[src/hdl/hsv_pkg.sv]
// Shared types and fixed constants for the HSV to RGB converter.
// No dependencies; imported by every module of the block.
package hsv_pkg;

  localparam int HUE_W = 13;
  localparam int PCT_W = 7;
  localparam int CH_W  = 8;

  localparam logic [PCT_W-1:0] PCT_FULL = 7'd100;

  // Sector quotient: floor((hue >> frac) / 60) via reciprocal, exact for 13-bit inputs
  localparam int              Q_W       = 8;
  localparam logic [13:0]     SEC_MUL   = 14'd8739;
  localparam int              SEC_SHIFT = 19;
  localparam logic [5:0]      SEC_DEG   = 6'd60;

  // q / 6 via reciprocal, exact for q < 512
  localparam int              Q6_W      = 6;
  localparam logic [7:0]      SIX_MUL   = 8'd171;
  localparam int              SIX_SHIFT = 10;
  localparam logic [Q_W-1:0]  SIX       = 8'd6;

  // Final divide by 9375 (600000 / 64) via reciprocal, exact for y < 2^22
  localparam int              Y_W       = 22;
  localparam int              DIV_M_W   = 23;
  localparam logic [22:0]     DIV_MUL   = 23'd7330078;
  localparam int              DIV_SHIFT = 36;
  localparam int              DIV_POW2  = 6;

  typedef enum logic [2:0] {
    SECT_RY = 3'd0,
    SECT_YG = 3'd1,
    SECT_GC = 3'd2,
    SECT_CB = 3'd3,
    SECT_BM = 3'd4,
    SECT_MR = 3'd5
  } sector_e;

  typedef struct packed {
    logic [HUE_W-1:0] hue;
    logic [PCT_W-1:0] saturation;
    logic [PCT_W-1:0] brightness;
  } hsv_req_t;

  typedef struct packed {
    logic [CH_W-1:0] red;
    logic [CH_W-1:0] green;
    logic [CH_W-1:0] blue;
  } rgb_rsp_t;

  // Hue split into sector and in-sector remainder, with clamped s and v
  typedef struct packed {
    sector_e          sector;
    logic [HUE_W-1:0] rem;
    logic [PCT_W-1:0] sat;
    logic [PCT_W-1:0] val;
  } hsv_split_t;

endpackage

[src/hdl/hsv_sector.sv]
// Hue decomposition: three stages turning the hue into sector and remainder, clamping s and v.
// Depends on hsv_pkg.
module hsv_sector import hsv_pkg::*; #(
  parameter int HUE_FRAC_BITS = 4
) (
  input  logic       clk_i,
  input  logic       rst_ni,
  input  logic       valid_i,
  input  hsv_req_t   req_i,
  output logic       valid_o,
  output hsv_split_t split_o
);

  localparam int BW = Q_W + 6 + HUE_FRAC_BITS;

  // stage A: clamp, sector quotient
  logic             va_q;
  logic [HUE_W-1:0] hue_a_q;
  logic [PCT_W-1:0] sat_a_q, val_a_q;
  logic [Q_W-1:0]   q_a_q;
  logic [HUE_W-1:0] hh;
  logic [HUE_W+13:0] prod_a;

  assign hh     = req_i.hue >> HUE_FRAC_BITS;
  assign prod_a = (HUE_W+14)'(hh) * (HUE_W+14)'(SEC_MUL);

  always_ff @(posedge clk_i or negedge rst_ni) begin
    if (!rst_ni) begin
      va_q <= 1'b0;
    end else begin
      va_q <= valid_i;
    end
  end

  always_ff @(posedge clk_i) begin
    hue_a_q <= req_i.hue;
    sat_a_q <= (req_i.saturation > PCT_FULL) ? PCT_FULL : req_i.saturation;
    val_a_q <= (req_i.brightness > PCT_FULL) ? PCT_FULL : req_i.brightness;
    q_a_q   <= prod_a[SEC_SHIFT +: Q_W];
  end

  // stage B: remainder within sector, q / 6
  logic             vb_q;
  logic [HUE_W-1:0] rem_b_q;
  logic [Q_W-1:0]   q_b_q;
  logic [Q6_W-1:0]  q6_b_q;
  logic [PCT_W-1:0] sat_b_q, val_b_q;
  logic [BW-1:0]    base_b;
  logic [BW-1:0]    rem_full;
  logic [15:0]      prod_six;

  assign base_b   = BW'(BW'(q_a_q) * BW'(SEC_DEG)) << HUE_FRAC_BITS;
  assign rem_full = BW'(hue_a_q) - base_b;
  assign prod_six = 16'(q_a_q) * 16'(SIX_MUL);

  always_ff @(posedge clk_i or negedge rst_ni) begin
    if (!rst_ni) begin
      vb_q <= 1'b0;
    end else begin
      vb_q <= va_q;
    end
  end

  always_ff @(posedge clk_i) begin
    rem_b_q <= rem_full[HUE_W-1:0];
    q_b_q   <= q_a_q;
    q6_b_q  <= prod_six[SIX_SHIFT +: Q6_W];
    sat_b_q <= sat_a_q;
    val_b_q <= val_a_q;
  end

  // stage C: sector = q mod 6
  logic       vc_q;
  hsv_split_t split_c_q;
  logic [Q_W-1:0] sect_full;

  assign sect_full = q_b_q - Q_W'(Q_W'(q6_b_q) * SIX);

  always_ff @(posedge clk_i or negedge rst_ni) begin
    if (!rst_ni) begin
      vc_q <= 1'b0;
    end else begin
      vc_q <= vb_q;
    end
  end

  always_ff @(posedge clk_i) begin
    split_c_q.sector <= sector_e'(sect_full[2:0]);
    split_c_q.rem    <= rem_b_q;
    split_c_q.sat    <= sat_b_q;
    split_c_q.val    <= val_b_q;
  end

  assign valid_o = vc_q;
  assign split_o = split_c_q;

endmodule

[src/hdl/hsv_terms.sv]
// Term stages: form p, q, t numerators and route them to r, g, b by sector.
// Depends on hsv_pkg.
module hsv_terms import hsv_pkg::*; #(
  parameter int HUE_FRAC_BITS = 4,
  parameter int KW            = 21
) (
  input  logic             clk_i,
  input  logic             rst_ni,
  input  logic             valid_i,
  input  hsv_split_t       split_i,
  output logic             valid_o,
  output logic [PCT_W-1:0] val_o,
  output logic [KW-1:0]    x_r_o,
  output logic [KW-1:0]    x_g_o,
  output logic [KW-1:0]    x_b_o
);

  localparam int SU   = 60 << HUE_FRAC_BITS;
  localparam int FULL = 100 * SU;

  // stage D: per-term factors, all scaled by 100 * SU
  logic             vd_q;
  sector_e          sect_d_q;
  logic [PCT_W-1:0] val_d_q;
  logic [KW-1:0]    kp_d_q, kq_d_q, kt_d_q;
  logic [KW-1:0]    kv;
  logic [KW-1:0]    rs, rcs;

  assign kv  = KW'(FULL);
  assign rs  = KW'(split_i.rem) * KW'(split_i.sat);
  assign rcs = (KW'(SU) - KW'(split_i.rem)) * KW'(split_i.sat);

  always_ff @(posedge clk_i or negedge rst_ni) begin
    if (!rst_ni) begin
      vd_q <= 1'b0;
    end else begin
      vd_q <= valid_i;
    end
  end

  always_ff @(posedge clk_i) begin
    sect_d_q <= split_i.sector;
    val_d_q  <= split_i.val;
    kp_d_q   <= KW'(PCT_FULL - split_i.sat) * KW'(SU);
    kq_d_q   <= kv - rs;
    kt_d_q   <= kv - rcs;
  end

  // stage E: sector routing
  logic             ve_q;
  logic [PCT_W-1:0] val_e_q;
  logic [KW-1:0]    xr_e_q, xg_e_q, xb_e_q;
  logic [KW-1:0]    xr_d, xg_d, xb_d;

  always_comb begin
    unique case (sect_d_q)
      SECT_RY: begin xr_d = kv;     xg_d = kt_d_q; xb_d = kp_d_q; end
      SECT_YG: begin xr_d = kq_d_q; xg_d = kv;     xb_d = kp_d_q; end
      SECT_GC: begin xr_d = kp_d_q; xg_d = kv;     xb_d = kt_d_q; end
      SECT_CB: begin xr_d = kp_d_q; xg_d = kq_d_q; xb_d = kv;     end
      SECT_BM: begin xr_d = kt_d_q; xg_d = kp_d_q; xb_d = kv;     end
      default: begin xr_d = kv;     xg_d = kp_d_q; xb_d = kq_d_q; end
    endcase
  end

  always_ff @(posedge clk_i or negedge rst_ni) begin
    if (!rst_ni) begin
      ve_q <= 1'b0;
    end else begin
      ve_q <= vd_q;
    end
  end

  always_ff @(posedge clk_i) begin
    val_e_q <= val_d_q;
    xr_e_q  <= xr_d;
    xg_e_q  <= xg_d;
    xb_e_q  <= xb_d;
  end

  assign valid_o = ve_q;
  assign val_o   = val_e_q;
  assign x_r_o   = xr_e_q;
  assign x_g_o   = xg_e_q;
  assign x_b_o   = xb_e_q;

endmodule

[src/hdl/hsv_scale.sv]
// Channel scaling: v * x * 255 / (10000 * SU), truncated, three lanes.
// Depends on hsv_pkg.
module hsv_scale import hsv_pkg::*; #(
  parameter int HUE_FRAC_BITS = 4,
  parameter int KW            = 21
) (
  input  logic             clk_i,
  input  logic             rst_ni,
  input  logic             valid_i,
  input  logic [PCT_W-1:0] val_i,
  input  logic [KW-1:0]    x_r_i,
  input  logic [KW-1:0]    x_g_i,
  input  logic [KW-1:0]    x_b_i,
  output logic             valid_o,
  output rgb_rsp_t         rgb_o
);

  localparam int NW = PCT_W + KW;
  localparam int PW = Y_W + DIV_M_W;

  logic [KW-1:0]   x_in [3];
  logic [CH_W-1:0] ch   [3];
  logic            vf_q, vg_q, vh_q;

  assign x_in[0] = x_r_i;
  assign x_in[1] = x_g_i;
  assign x_in[2] = x_b_i;

  always_ff @(posedge clk_i or negedge rst_ni) begin
    if (!rst_ni) begin
      vf_q <= 1'b0;
      vg_q <= 1'b0;
      vh_q <= 1'b0;
    end else begin
      vf_q <= valid_i;
      vg_q <= vf_q;
      vh_q <= vg_q;
    end
  end

  for (genvar c = 0; c < 3; c++) begin : g_lane
    logic [NW-1:0]   num_q;
    logic [NW+7:0]   scaled;
    logic [Y_W-1:0]  y_q;
    logic [PW-1:0]   prod;
    logic [CH_W-1:0] ch_q;

    // x255 as shift-subtract, then drop 2^frac * 64 of the divisor
    assign scaled = {num_q, 8'b0} - (NW+8)'(num_q);
    assign prod   = PW'(y_q) * PW'(DIV_MUL);

    always_ff @(posedge clk_i) begin
      num_q <= NW'(val_i) * NW'(x_in[c]);
      y_q   <= scaled[HUE_FRAC_BITS + DIV_POW2 +: Y_W];
      ch_q  <= prod[DIV_SHIFT +: CH_W];
    end

    assign ch[c] = ch_q;
  end

  assign valid_o     = vh_q;
  assign rgb_o.red   = ch[0];
  assign rgb_o.green = ch[1];
  assign rgb_o.blue  = ch[2];

endmodule

[src/hdl/hsv_to_rgb_convert.sv]
// Top level of the HSV to RGB converter.
// Depends on hsv_pkg, hsv_sector, hsv_terms, hsv_scale.
//
// Usage:
//   Request channel: drive req_i (hue in 1/2^HUE_FRAC_BITS degree, saturation
//   and brightness in percent) and raise start_i. A request is taken at every
//   rising edge with start_i high and busy_o low. busy_o is always low, so a
//   new request may be issued every cycle.
//   Result channel: valid_o strobes for one cycle with rgb_o holding 8-bit
//   red, green and blue. Results come out in request order.
// Pipeline: 3 hue split stages, 2 term stages and 3 scaling stages, all
//   registered, lie between the accepting edge and the result strobe.
// Throughput: one request per clock; every stage is a plain register with
//   no feedback, so the rate is set by nothing but the clock.
// Out-of-range inputs: hue above 360 degrees wraps; saturation and
//   brightness above 100 are clamped to 100.
// Reset: rst_ni clears all stage valid bits, so in-flight requests are
//   dropped and no strobe appears until new requests arrive.
// Stalls: the receiver has no way to hold results back; it must take each
//   result in its strobe cycle.
module hsv_to_rgb_convert import hsv_pkg::*; #(
  parameter int HUE_FRAC_BITS = 4
) (
  input  logic     clk_i,
  input  logic     rst_ni,
  input  logic     start_i,
  output logic     busy_o,
  input  hsv_req_t req_i,
  output logic     valid_o,
  output rgb_rsp_t rgb_o
);

  // width of a term factor, max 100 * 60 * 2^frac
  localparam int KW = $clog2(100 * (60 << HUE_FRAC_BITS) + 1);

  logic             accept;
  logic             split_vld;
  hsv_split_t       split;
  logic             term_vld;
  logic [PCT_W-1:0] term_val;
  logic [KW-1:0]    x_r, x_g, x_b;

  // pipeline never backs up
  assign busy_o = 1'b0;
  assign accept = start_i && !busy_o;

  hsv_sector #(
    .HUE_FRAC_BITS(HUE_FRAC_BITS)
  ) u_sector (
    .clk_i  (clk_i),
    .rst_ni (rst_ni),
    .valid_i(accept),
    .req_i  (req_i),
    .valid_o(split_vld),
    .split_o(split)
  );

  hsv_terms #(
    .HUE_FRAC_BITS(HUE_FRAC_BITS),
    .KW           (KW)
  ) u_terms (
    .clk_i  (clk_i),
    .rst_ni (rst_ni),
    .valid_i(split_vld),
    .split_i(split),
    .valid_o(term_vld),
    .val_o  (term_val),
    .x_r_o  (x_r),
    .x_g_o  (x_g),
    .x_b_o  (x_b)
  );

  hsv_scale #(
    .HUE_FRAC_BITS(HUE_FRAC_BITS),
    .KW           (KW)
  ) u_scale (
    .clk_i  (clk_i),
    .rst_ni (rst_ni),
    .valid_i(term_vld),
    .val_i  (term_val),
    .x_r_i  (x_r),
    .x_g_i  (x_g),
    .x_b_i  (x_b),
    .valid_o(valid_o),
    .rgb_o  (rgb_o)
  );

endmodule

[config.mk]
export PLATFORM = sky130hd
export DESIGN_NAME = hsv_to_rgb_convert
export DESIGN_NICKNAME = d
export VERILOG_FILES = /design/src/hdl/hsv_pkg.sv /design/src/hdl/hsv_sector.sv /design/src/hdl/hsv_terms.sv /design/src/hdl/hsv_scale.sv /design/src/hdl/hsv_to_rgb_convert.sv
export SDC_FILE = /design/constraint.sdc
export NUM_CORES = 2
export LEC_CHECK = 0
export ABC_CLOCK_PERIOD_IN_PS = 14600
export BUFFER_PORTS_ARGS = -buffer_cell sky130_fd_sc_hd__buf_2
export CAP_MARGIN = 40
export CORE_ASPECT_RATIO = 0.9
export CORE_MARGIN = 3
export CORE_UTILIZATION = 45
export DETAILED_ROUTE_END_ITERATION = 12
export HOLD_SLACK_MARGIN = 0.1
export SETUP_SLACK_MARGIN = 0.15
export SYNTH_ARGS = -nofsm -noshare
export SYNTH_HDL_FRONTEND = slang
export SYNTH_SLANG_ARGS = --single-unit
[constraint.sdc]
create_clock -name clk_i -period 14.6 [get_ports clk_i]
set_input_delay 2.92 -clock clk_i [delete_from_list [all_inputs] [get_ports clk_i]]
set_output_delay 2.92 -clock clk_i [all_outputs]
set_load 0.01 [all_outputs]
* Word-level counts from Yosys, hierarchy flattened
Index checks and enable logic that the tools add are counted.
Storage, ports and cells: output and inout bits 26, bits of input ports 30, register bits 380
Operators by class: multiply operators 13, $add $sub $neg 9, order comparisons 2, eq/ne operators 4, multiplexer cells 3, reductions and logical operators 5
Operators by type and width (number):
- $pmux W17 S3 | 3
- $mul A22 B22 Y43 const B | 3
- $sub A32 B24 Y32 | 3
- $mul A7 B17 Y24 | 3
- $sub A17 B17 Y17 const A | 2
- $mul A9 B14 Y23 const B | 1
- $mul A13 B7 Y17 | 1
- $mul A17 B4 Y11 const B | 1
- $mul A17 B7 Y17 | 1
- $gt A7 B7 Y1 const B | 2
- $sub A10 B13 Y14 const A | 1
- $sub A13 B13 Y13 | 1
- $mul A4 B8 Y12 const B | 1
- $reduce_or A2 Y1 | 4
- $sub A7 B7 Y8 const A | 1
- $mul A4 B4 Y7 const B | 1
- $eq A3 B2 Y1 const B | 2
- $mul A6 B2 Y2 const B | 1
- $eq A3 B1 Y1 const B | 1
- $eq A3 B3 Y1 const B | 1
- $logic_not A3 Y1 | 1
- $sub A3 B3 Y3 | 1

* Depth between registers and ports, before layout
depth after elaboration 3, depth in mapped cells 23, depth with buffers taken out 23

* Modules after synthesis
From an unflattened synthesis, not the netlist that was laid out.
Second synthesis, totals: cells, all modules 5421, area, all modules 53839.1 µm²
Modules (own cells, without submodules):
- hsv_scale | cells each 4022, times used 1, area each 39854.5 µm²
- hsv_terms | cells each 1077, times used 1, area each 10078.4 µm²
- hsv_sector | cells each 320, times used 1, area each 3895.0 µm²
- hsv_to_rgb_convert | cells each 2, times used 1, area each 11.3 µm²

* Worst setup path after synthesis
Ideal clock, no wire load.
path kind flip-flop to flip-flop, start point register u_scale.g_lane[2].y_q[4], end point register u_scale.g_lane[2].ch_q[3], arrival 6118 ps, stages on the path, launching flop included 22, period minus slack after synthesis 6190 ps, setup slack 8410 ps, buffers on the path 0, cell sequence dfxtp_1 > inv_1 > fa_1 > inv_1 > fa_1 > fa_1 > fa_1 > fa_1 > fa_1 > inv_1 > fa_1 > inv_1 > ha_1 > a211oi_1 > o21ai_0 > o221ai_1 > nand4b_1 > o21ai_0 > o21ai_0 > a21o_1 > a21oi_1 > xnor2_1
Between the ends: cells in the longest elaborated chain, start to end 1
RTL lines:
- from (decl) | RTL line hsv_scale.sv:44 | logic [Y_W-1:0] y_q;
- from (signal assigned) | RTL line hsv_scale.sv:54 | y_q <= scaled[HUE_FRAC_BITS + DIV_POW2 +: Y_W];
- $mul A22 B22 Y43 | RTL line hsv_scale.sv:50 | assign prod = PW'(y_q) * PW'(DIV_MUL);
- via u_scale.g_lane[2].prod[39] | RTL line hsv_scale.sv:45 | logic [PW-1:0] prod;
- to (signal assigned) | RTL line hsv_scale.sv:55 | ch_q <= prod[DIV_SHIFT +: CH_W];
- to (decl) | RTL line hsv_scale.sv:46 | logic [CH_W-1:0] ch_q;
The timed path passes the listed nets, and every way through them passes these cells. A chain may end at the register's enable or synchronous reset.

* Worst setup path after layout
start point register u_scale.g_lane[2].y_q[4], end point register u_scale.g_lane[2].ch_q[7]
The elaborated chain is that of the path after synthesis.

==> metrics.log <==
INFO  metric outcome = complete, no violations
INFO  metric multi_input_comb_area = 40,800 um^2
INFO  metric fin_crit = 6.93 ns
INFO  metric worstPathMaxFanout = 6
INFO  metric ys_ff_latch = 375
INFO  metric r2r_start = u_scale.g_lane[2].y_q[4]
INFO  metric critical_path.endpoint = u_scale.g_lane[2].ch_q[7]
INFO  metric fp.coreArea = 117,000 um^2
INFO  metric rows = 119
INFO  metric async_reset_ff_share = 2.13%
INFO  metric min-delay-path-class = reg -> reg
INFO  metric final.period_utilization = 47.5%
INFO  metric clock_tree_sinks = 375
INFO  metric netlist.top_cell.by_area = fa_1
INFO  metric antenna_violating_nets_post_route = 0
INFO  metric postSynthNetCount = 7,179
INFO  metric track_usage = 19.2%
INFO  metric avg_vias_per_cell = 4.98
INFO  metric synth.top_cell.area_share = 36.3%
INFO  metric wirelength = 114,000 um
INFO  metric drt_iter0_drc = 1,818
INFO  metric cp_data_arrival_time = 7.43 ns
INFO  metric postCtsSetupRepairBufs = 0
INFO  metric skew = 0.0288 ns
INFO  metric cp.required = 15.09 ns
INFO  metric seq_area = 7550 um^2
INFO  metric maxSlewViolCount = 0
INFO  metric maxCapViolCount = 0
INFO  metric ctsLongestPathBuffers = 3
INFO  metric place.detailed.hpwl = 97,200 um
INFO  metric yosysSeqAreaShare = 14.1%
INFO  metric achievable-frequency = 0.144 GHz
INFO  metric tritoncts = done
INFO  metric die-area = 123,000 um^2
INFO  metric start_util = 45.5%
INFO  metric timing.hold.worst.start = u_sector.sat_b_q[6]
INFO  metric detail_route.wl_per_cell = 16.4 um
INFO  metric worst_pin_slew = 0.892 ns
INFO  metric chipHeight = 333 um
INFO  metric grt_pass1_vias = 36,346
INFO  metric h_tree_depth = 2
INFO  metric cts-root-buf = clkbuf_16
INFO  metric global_route.overflow_total = 0
INFO  metric setup_viol = 0
INFO  metric nets = 7,197
INFO  metric dr_total_vias = 34,821
INFO  metric finalSetupTns = 0 ns
INFO  metric yosys_most_used_dff = dfxtp_1
INFO  metric holdPathStages = 0
INFO  metric synth_area_leaders = fa_1 (36%), ha_1 (19%), dfxtp_1 (14%)
INFO  metric clock_pin_transition_on_the_worst_setup_and_hold_timing_paths = 0.06 ns
INFO  metric drive_above_1_share = 3.58%
INFO  metric rsz_0062_raised_after_global_routing = false
INFO  metric ctsHoldBuffers = 0
INFO  metric antenna_found_initial = 0
INFO  metric relSlewSlack = 39.9%
INFO  metric total_clock_buffers_created_by_cts = 45
INFO  metric r2r-end = u_scale.g_lane[2].ch_q[7]
INFO  metric worstSetupEndpointType = flip-flop
INFO  metric critical_setup_path_class = reg -> reg
INFO  metric crit_start = u_scale.g_lane[2].y_q[4]
INFO  metric gp_congestion = 0.915
INFO  metric post_cts_resized = 0
INFO  metric n_fill_cell = 11,115
INFO  metric grt_first_pass_wirelength = 191,000 um
INFO  metric netlist_instances = 5,364
INFO  metric report.final.hold_viol_count = 0
INFO  metric cp-start-kind = flip-flop
INFO  metric layout.cells.most_common_list = inv_1 (1,237), fa_1 (969), ha_1 (816)
INFO  metric syn-mean-instance-area = 9.96 um^2
INFO  metric drc = 0
INFO  metric grt_max_degree = 54
INFO  metric ff2ff_path_depth = 21
INFO  metric synth_enable_flop_cells = 0
INFO  metric buffer_ports.inserted = 54
INFO  metric worst-r2r-setup-slack = 7.67 ns
INFO  metric dr.pass1.iters = 5
INFO  metric synthToLayoutAreaGrowth = 6.57%
INFO  metric die_width = 369 um
INFO  metric ys_warn_count = 0
INFO  metric synth_cell_type_count = 88
INFO  metric mostFrequentLayoutCell = inv_1
INFO  metric io-pin-count = 56
INFO  metric utilization = 48.5%
INFO  metric synthesis.area = 53,400 um^2
INFO  metric clk-insertion-delay-late = 0.63 ns
cells by family (layout without fill, tap and decap cells):
group / Yosys count / in the layout / share of synthesized area (%)
compound gates: 610 / 610 / 7.66
mux: 3 / 3 / 0.0562
buf+inv: 1337 / 1388 / 9.42
xor+xnor: 234 / 234 / 3.87
simple gates: 1019 / 1019 / 9.41
flops: 375 / 375 / 14.1
other cells: 1 / 2 / 0.00702
fa+ha+maj: 1785 / 1785 / 55.4
state kept, by name, indices dropped and copies added, names as in the netlist, 2 cells and up:
signal                cells
u_scale.g_lane.y_q       66
u_sector.q_b_q            3
u_terms.kt_d_q           16
u_sector.val_b_q          7
u_sector.split_o         30
u_sector.sat_a_q          7
u_sector.sat_b_q          7
u_terms.x_b_o            17
u_terms.val_o             7
u_sector.q_a_q            4
u_scale.g_lane.ch_q      24
u_sector.q6_b_q           2
u_terms.val_d_q           7
u_sector.rem_b_q         13
u_sector.hue_a_q         13
u_terms.x_r_o            17
u_terms.x_g_o            17
u_terms.kp_d_q           11
u_terms.kq_d_q           17
u_sector.val_a_q          7
u_terms.sect_d_q          3
u_scale.g_lane.num_q     72
through the flow:
step	instances	cell area, um^2	setup WS (ns)	hold slack, ns
floorplan	5364	53400	8.41	0.310
global placement	6908	55400	7.63	0.311
detailed placement	6908	55400	7.53	0.312
CTS	6988	56900	7.51	0.325
global route	6988	56900	7.13	0.328
finish	6989	56900	7.67	0.322
critical path, stage by stage (launching register included):
cell and delay, ns:
dfxtp_1 0.52, inv_1 0.16, fa_1 0.68, inv_1 0.08
fa_1 0.47, fa_1 0.52, fa_1 0.54, fa_1 0.52
fa_1 0.54, inv_1 0.05, fa_1 0.52, inv_1 0.04
ha_1 0.30, nand4_1 0.12, nor2_1 0.14, o221ai_1 0.15
nand4b_1 0.12, o21ai_0 0.19, o41ai_1 0.70, o22a_1 0.26
a21oi_1 0.09, xnor2_1 0.12
layer usage:
layer	global-route usage (%)	wire length, um	vias to the layer above
li1	-	-	16808
met1	28.6	56200	17371
met2	29.7	51100	550
met3	3.37	5490	92
met4	3.08	1600	0
met5	0	0	-
synthesized netlist by cell type, drive strengths merged, types with 20 or more instances:
cell type,instances
a22oi,20
nor3,34
nand2b,23
a21o,90
fa,969
inv,1237
o21ai,104
nand3,35
o21a,29
xnor2,170
xor2,64
nor2,155
dfxtp,367
nand4,22
and2,245
nor2b,46
o22ai,30
clkbuf,91
ha,816
a21oi,161
a31oi,21
nand2,382
layout make-up:
type | instances | share of cell area [%]
Multi-Input combinational cell | 3652 | 71.7
Sequential cell | 375 | 13.3
Inverter | 1238 | 8.17
Tap cell | 1573 | 3.46
Clock buffer | 53 | 2.08
Timing Repair Buffer | 70 | 0.686
Clock inverter | 27 | 0.605
Antenna cell | 1 | 0.00440
how the worst min path moves through the flow:
stage	endpoint
after CTS	u_sector.split_o[13]
after global routing	u_sector.split_o[2]
final	u_sector.split_o[13]
after global placement	u_sector.split_o[18]
after detailed placement	u_sector.split_o[0]
after floorplan	u_sector.rem_b_q[0]
Power is not shown: default switching activity piles up to over one toggle a cycle in this logic, so the estimate is an artifact.
